**src/design/uuidp_pkg.sv**
```systemverilog
// ----------------------------------------------------------------------------
// uuidp_pkg
// Types, codes and character helpers for the UUID text parser.
// ----------------------------------------------------------------------------
package uuidp_pkg;

  typedef enum logic [1:0] {
    PH_LEAD  = 2'd0,
    PH_PAIR  = 2'd1,
    PH_LOW   = 2'd2,
    PH_TRAIL = 2'd3
  } phase_t;

  typedef logic [1:0] kind_t;

  localparam kind_t KIND_BYTE = 2'd0;
  localparam kind_t KIND_OK   = 2'd1;
  localparam kind_t KIND_ERR  = 2'd2;

  localparam logic [7:0] CHAR_NUL   = 8'h00;
  localparam logic [7:0] CHAR_SPACE = 8'h20;
  localparam logic [7:0] CHAR_DASH  = 8'h2D;

  // Space, tab, LF, VT, FF and CR.
  function automatic logic is_space(input logic [7:0] c);
    return (c == CHAR_SPACE) || (c >= 8'h09 && c <= 8'h0D);
  endfunction

  // Bit 4 set means the character is not a hex digit.
  function automatic logic [4:0] hex_value(input logic [7:0] c);
    logic [4:0] v;
    v = 5'h10;
    if (c >= 8'h30 && c <= 8'h39) begin
      v = {1'b0, c[3:0]};
    end else if ((c >= 8'h61 && c <= 8'h66) || (c >= 8'h41 && c <= 8'h46)) begin
      v = {1'b0, c[3:0] + 4'd9};
    end
    return v;
  endfunction

endpackage

```
**src/design/uuid_text_parser.sv**
```systemverilog
// ----------------------------------------------------------------------------
// uuid_text_parser
// Parses a UUID string, one character per transfer, into bytes and a status.
// ----------------------------------------------------------------------------
//
//   channel | signals                                      | role
//   --------+----------------------------------------------+----------------
//   in      | in_valid, in_ready, char_code[7:0]           | characters
//   out     | out_valid, out_ready, result_kind[1:0],      | bytes / status
//           | byte_value[7:0], byte_index[3:0]             |
//
// One character is taken per cycle while the output is not stalled; the state
// update and the result decode are one level of logic in front of a single result register.
// A character is taken whenever the result register is empty or being
// drained, so a stall on the output holds off only the next character.
// Reset (rst, synchronous) returns the parser to the leading-whitespace
// phase and empties the result register.
// The result of a character is visible the cycle after its transfer.
// ----------------------------------------------------------------------------
module uuid_text_parser #(
  parameter int UUID_BYTES = 16
) (
  input  logic       clk,
  input  logic       rst,
  input  logic       in_valid,
  output logic       in_ready,
  input  logic [7:0] char_code,
  output logic       out_valid,
  input  logic       out_ready,
  output logic [1:0] result_kind,
  output logic [7:0] byte_value,
  output logic [3:0] byte_index
);
  import uuidp_pkg::*;

  localparam int CntW = $clog2(UUID_BYTES + 1);
  localparam logic [CntW-1:0] LastByte = CntW'(UUID_BYTES - 1);

  phase_t          phase, phase_next;
  logic [CntW-1:0] bytes_done, bytes_done_next;
  logic [3:0]      high_digit, high_digit_next;
  logic            error_seen, error_seen_next;

  logic            in_accept;
  logic            res_valid;
  kind_t           res_kind;
  logic [7:0]      res_value;
  logic [3:0]      res_index;

  logic            c_nul, c_space, c_sep, c_bad;
  logic [4:0]      c_hex;
  logic [CntW+3:0] cnt_ext;

  assign in_ready  = !out_valid || out_ready;
  assign in_accept = in_valid && in_ready;

  assign c_nul   = (char_code == CHAR_NUL);
  assign c_space = is_space(char_code);
  assign c_sep   = (char_code == CHAR_DASH) || (char_code == CHAR_SPACE);
  assign c_hex   = hex_value(char_code);
  assign c_bad   = c_hex[4];
  assign cnt_ext = {4'd0, bytes_done};

  // Next parser state.
  always_comb begin
    phase_next      = phase;
    bytes_done_next = bytes_done;
    high_digit_next = high_digit;
    error_seen_next = error_seen;
    priority if (c_nul) begin
      phase_next      = PH_LEAD;
      bytes_done_next = '0;
      high_digit_next = '0;
      error_seen_next = 1'b0;
    end else if (error_seen) begin
      // Everything up to the terminator is dropped.
    end else if (phase == PH_TRAIL) begin
      if (!c_space) begin
        error_seen_next = 1'b1;
      end
    end else if (phase == PH_LOW) begin
      if (c_bad) begin
        error_seen_next = 1'b1;
      end else begin
        high_digit_next = '0;
        if (bytes_done == LastByte) begin
          phase_next      = PH_TRAIL;
          bytes_done_next = '0;
        end else begin
          phase_next      = PH_PAIR;
          bytes_done_next = bytes_done + 1'b1;
        end
      end
    end else if (phase == PH_LEAD && c_space) begin
      // Leading whitespace is skipped.
    end else begin
      // First digit of a pair or a separator before it, possibly the first non-space character.
      phase_next = PH_PAIR;
      if (c_sep) begin
      end else if (c_bad) begin
        error_seen_next = 1'b1;
      end else begin
        high_digit_next = c_hex[3:0];
        phase_next      = PH_LOW;
      end
    end
  end

  // Result of the current character.
  always_comb begin
    res_valid = 1'b0;
    res_kind  = KIND_BYTE;
    res_value = '0;
    res_index = '0;
    if (c_nul) begin
      res_valid = 1'b1;
      res_kind  = (!error_seen && phase == PH_TRAIL) ? KIND_OK : KIND_ERR;
    end else if (!error_seen && phase == PH_LOW && !c_bad) begin
      res_valid = 1'b1;
      res_value = {high_digit, c_hex[3:0]};
      res_index = cnt_ext[3:0];
    end
  end

  always_ff @(posedge clk) begin
    if (rst) begin
      phase      <= PH_LEAD;
      bytes_done <= '0;
      high_digit <= '0;
      error_seen <= 1'b0;
    end else if (in_accept) begin
      phase      <= phase_next;
      bytes_done <= bytes_done_next;
      high_digit <= high_digit_next;
      error_seen <= error_seen_next;
    end
  end

  always_ff @(posedge clk) begin
    if (rst) begin
      out_valid <= 1'b0;
    end else if (in_accept) begin
      out_valid <= res_valid;
    end else if (out_ready) begin
      out_valid <= 1'b0;
    end
  end

  always_ff @(posedge clk) begin
    if (in_accept && res_valid) begin
      result_kind <= res_kind;
      byte_value  <= res_value;
      byte_index  <= res_index;
    end
  end

  a_term_clears: assert property (@(posedge clk) disable iff (rst)
    in_accept && c_nul |=> phase == PH_LEAD && bytes_done == '0 && !error_seen)
    else $error("terminator did not return the parser to idle");

  a_count_range: assert property (@(posedge clk) disable iff (rst)
    bytes_done <= LastByte)
    else $error("byte count beyond the UUID length");

  a_trail_count: assert property (@(posedge clk) disable iff (rst)
    phase == PH_TRAIL |-> bytes_done == '0)
    else $error("byte count not cleared after the last pair");

  a_status_zero: assert property (@(posedge clk) disable iff (rst)
    out_valid && result_kind != KIND_BYTE |->
      byte_value == '0 && byte_index == '0 &&
      (result_kind == KIND_OK || result_kind == KIND_ERR))
    else $error("malformed status result");

  a_ok_after_trail: assert property (@(posedge clk) disable iff (rst)
    in_accept && c_nul && phase != PH_TRAIL |=> out_valid && result_kind == KIND_ERR)
    else $error("early terminator not reported as an error");

endmodule
```
**config.mk**
```make
export PLATFORM = sky130hd
export DESIGN_NAME = uuid_text_parser
export DESIGN_NICKNAME = d
export VERILOG_FILES = /design/src/design/uuidp_pkg.sv /design/src/design/uuid_text_parser.sv
export SDC_FILE = /design/constraint.sdc
export NUM_CORES = 1
export LEC_CHECK = 0
export ABC_AREA = 1
export BUFFER_PORTS_ARGS = -buffer_cell sky130_fd_sc_hd__buf_2
export CAP_MARGIN = 5
export CORE_ASPECT_RATIO = 1.4
export CORE_UTILIZATION = 40
export CTS_BUF_LIST = sky130_fd_sc_hd__clkbuf_4 sky130_fd_sc_hd__clkbuf_8 sky130_fd_sc_hd__clkbuf_16
export DETAILED_ROUTE_END_ITERATION = 6
export GPL_ROUTABILITY_DRIVEN = 1
export PLACE_DENSITY = 0.7
export SYNTH_ARGS = -nofsm -noshare
export SYNTH_HDL_FRONTEND = slang
export SYNTH_SLANG_ARGS = --single-unit
```
**constraint.sdc**
```tcl
create_clock -name clk -period 1.9 [get_ports clk]
set_input_delay 0.38 -clock clk [delete_from_list [all_inputs] [get_ports clk]]
set_output_delay 0.38 -clock clk [all_outputs]
set_load 0.005 [all_outputs]
```
==> summary.md <==
| Metric | Value |
|---|---|
| DR iter-0 viols | 16 |
| Fin crit share | 84.3% |
| Wirelength, routed | 2670 µm |
| Clk buf depth | 2 |
| Post-Syn Area per Cell | 7.70 µm² |
| Vias | 1,261 |
| Critical Path Most Common Cell | nand2_2 |
| DR top layer | met4 |
| Met3 routed WL | 59 µm |
| Max-Cap Viols | 0 |
| DR pass1 iterations | 4 |
| Non-filler cells in the finished layout | 279 |
| Slew Viols, Final | 0 |
| Synth cell count leaders | 40 x nand2_1, 32 x nor2_1, 28 x inv_1 |
| Async S/R FF share, synth | 0% |
| Post-Synth Adder-Cell Area | 3.35% |
| Final Hold Vio Count | 0 |
| # port buffers | 27 |
| Share of cells above drive strength 1 | 25.5% |
| Place WS | 0.0167 ns |
| Synth Area in Compound Gates | 8.54% |
| H-tree Lvls | 1 |
| Clk pin slew, worst setup/hold paths | 0.09 ns |
| CTS sink cnt | 27 |
| DP Cell Count | 275 |
| Main combinational cell family by area after synthesis | simple AND/OR/NAND/NOR gates |
| Startpoint Class | primary input |
| Simple logic cell fraction of the synthesized area | 33.2% |
| Netlist cell types | 23 |
| Yosys warns | 0 |
| P&R area growth vs syn | 25.4% |
| Slowest stage cell, crit path | ha_1 |
| N_diodes | 0 |
| Main flop type after synthesis | edfxtp_1 |
| GRT overflow | 0 |
| Final Power | 1.09 mW |
| Power Dens Cells | 581 nW/µm² |
| Post-synth top area share | 28.1% |
| Remaining DRCs | 0 |
| Relative slew slack | 77.4% |
| Post-Syn Instances | 194 |
| Reg-to-reg slack, setup | 0.38 ns |
| Post-synthesis mux area share | 0% |
| Lkg Pwr | 0.898 nW |
| XOR/XNOR Fraction of Synth Area | 1.17% |
| Clock skew | 0.00478 ns |
| Resized cells post-CTS | 0 |
| Post-Syn Area | 1490 µm² |
| Highest clock rate | 625 MHz |
| Setup CP Type | in -> reg |
| Sequential element share of the synthesized area | 45.6% |
| Peak VDD IR | 317 µV |
| Root Buffer | clkbuf_8 |
| Vias in the first global route | 1,198 |
| Initial antenna violation count | 0 |
| Hold Path Class | in -> reg |
| Largest area contributor in the netlist | edfxtp_1 |
| Die Height | 74.3 µm |
| Final setup viols | 0 |
| CTS hold repair buffers | 0 |
| Top-count cell post-synth | nand2_1 |
| Post-synth EDFFs | 14 |
| Average wire per standard cell | 9.57 µm |
| Synth Register Bits | 27 |
| Met2 WL | 1390 µm |
| Post-DP HPWL | 2210 µm |
| Top-level I/O count | 28 |
| Slowest Stage Delay on Critical Path | 0.24 ns |
| Layout Utilization | 53.9% |
| Rows | 25 |
| Core box area | 3470 µm² |
| Total GRT Usage | 15.9% |
| Starting Density | 43.0% |
| Worst-Margin Slew | 0.338 ns |
| DIE AREA | 3990 µm² |
| Clk Latency, worst-skew pair | 0.27 ns |
| Worst Path Max Fanout | 13 |
| Crit path time final | 1.60 ns |
| Top delay family on crit path | simple AND/OR/NAND/NOR gates |
| Crit-path cells | buf_2, inv_1, ha_1, nand3_2, nor2_4, nand2_2, nand2_2, nand2_4, nor2_8, buf_12 |
| Synth top area cells | edfxtp_1 28%, dfxtp_1 17%, nand2_1 10% |
| Gpl congestion | 0.786 |
| Via/cell ratio | 4.52 |
| Final #Nets | 256 |
| Post-layout worst setup margin | 0.299 ns |
| Buf/Inv on CP | 3 |
| Syn nets | 210 |
| Largest net degree at the start of global routing | 17 |
| First-pass GRT wire length | 4730 µm |
| CP endpoint kind | flip-flop |
| Post-CTS Setup Inserts | 0 |
| Setup TNS | 0 ns |
| CTS tree | built |
| RSZ-0062 raised after global routing | no |
| Met1 Routed Length | 1190 µm |
| Post-route ant nets | 0 |
| Required @ worst endpoint | 1.89 ns |
| Number of buffers created by CTS | 3 |
| Die X | 53.7 µm |
| Worst EP arrival | 1.59 ns |
| Outcome | finished clean |
placed cells by master (no fill, tap or decap):
cell / instances
nand2_1: 40
nor2_1: 32
inv_1: 28
buf_2: 27
a21oi_1: 15
nand3_1: 14
edfxtp_1: 14
dfxtp_1: 13
buf_4: 12
o21ai_0: 9
nand2_2: 5
ha_1: 4
inv_2: 3
nor3_1: 3
clkbuf_8: 3
buf_12: 3
nand3_2: 2
nand2_4: 2
nand4_1: 2
nor2_4: 1
nand3_4: 1
a21boi_1: 1
nor2_8: 1
xnor2_1: 1
xor2_1: 1
or2_1: 1
clkinvlp_4: 1
final cells by class:
class | count | area [µm²]
clock buffers | 3 | 41.3
clock inverters | 1 | 7.51
fillers | 343 | 1600
inverters | 31 | 116
multi-input cells | 135 | 692
flip-flops and latches | 27 | 681
well taps | 40 | 50.0
repair buffers | 42 | 285
power by group:
part	switching (mW)	internal [mW]	leakage [nW]
Sequential	0.00738	0.617	0.244
Clock	0.175	0.149	0.0217
Combinational	0.0833	0.0574	0.632
flip-flops by register name, indices dropped and copies added, names as in the netlist:
name         count
error_seen       1
out_valid        1
high_digit       4
phase            2
bytes_done       5
byte_index       4
result_kind      2
byte_value       8
cells by family after synthesis:
| logic type | Yosys count |
|---|---|
| simple gates | 104 |
| compound gates | 25 |
| flops | 27 |
| xor+xnor | 2 |
| buf+inv | 32 |
| fa+ha+maj | 4 |
path summary, 6_finish.rpt:
check,startpoint,endpoint,depth (start not counted)
worst max register to register,out_valid,byte_value[0],6
worst max-delay path,char_code[1],byte_value[0],10
worst min-delay path,rst,high_digit[2],2
worst min register to register,high_digit[3],high_digit[3],2
through the flow:
stage	hold WS [ns]	area, µm²
2_1_floorplan	0.430	1490
3_3_place_gp	0.444	1820
3_5_place_dp	0.447	1820
4_1_cts	0.357	1870
5_1_grt	0.358	1870
6_report	0.359	1870
per-layer routing:
metal / vias to the layer above / global-route usage, %
met5: - / 0
met4: 0 / 6.73
met3: 4 / 1.43
met2: 18 / 28.1
met1: 531 / 19.1
li1: 708 / -
Note: power is estimated with default switching activity, not from simulation.
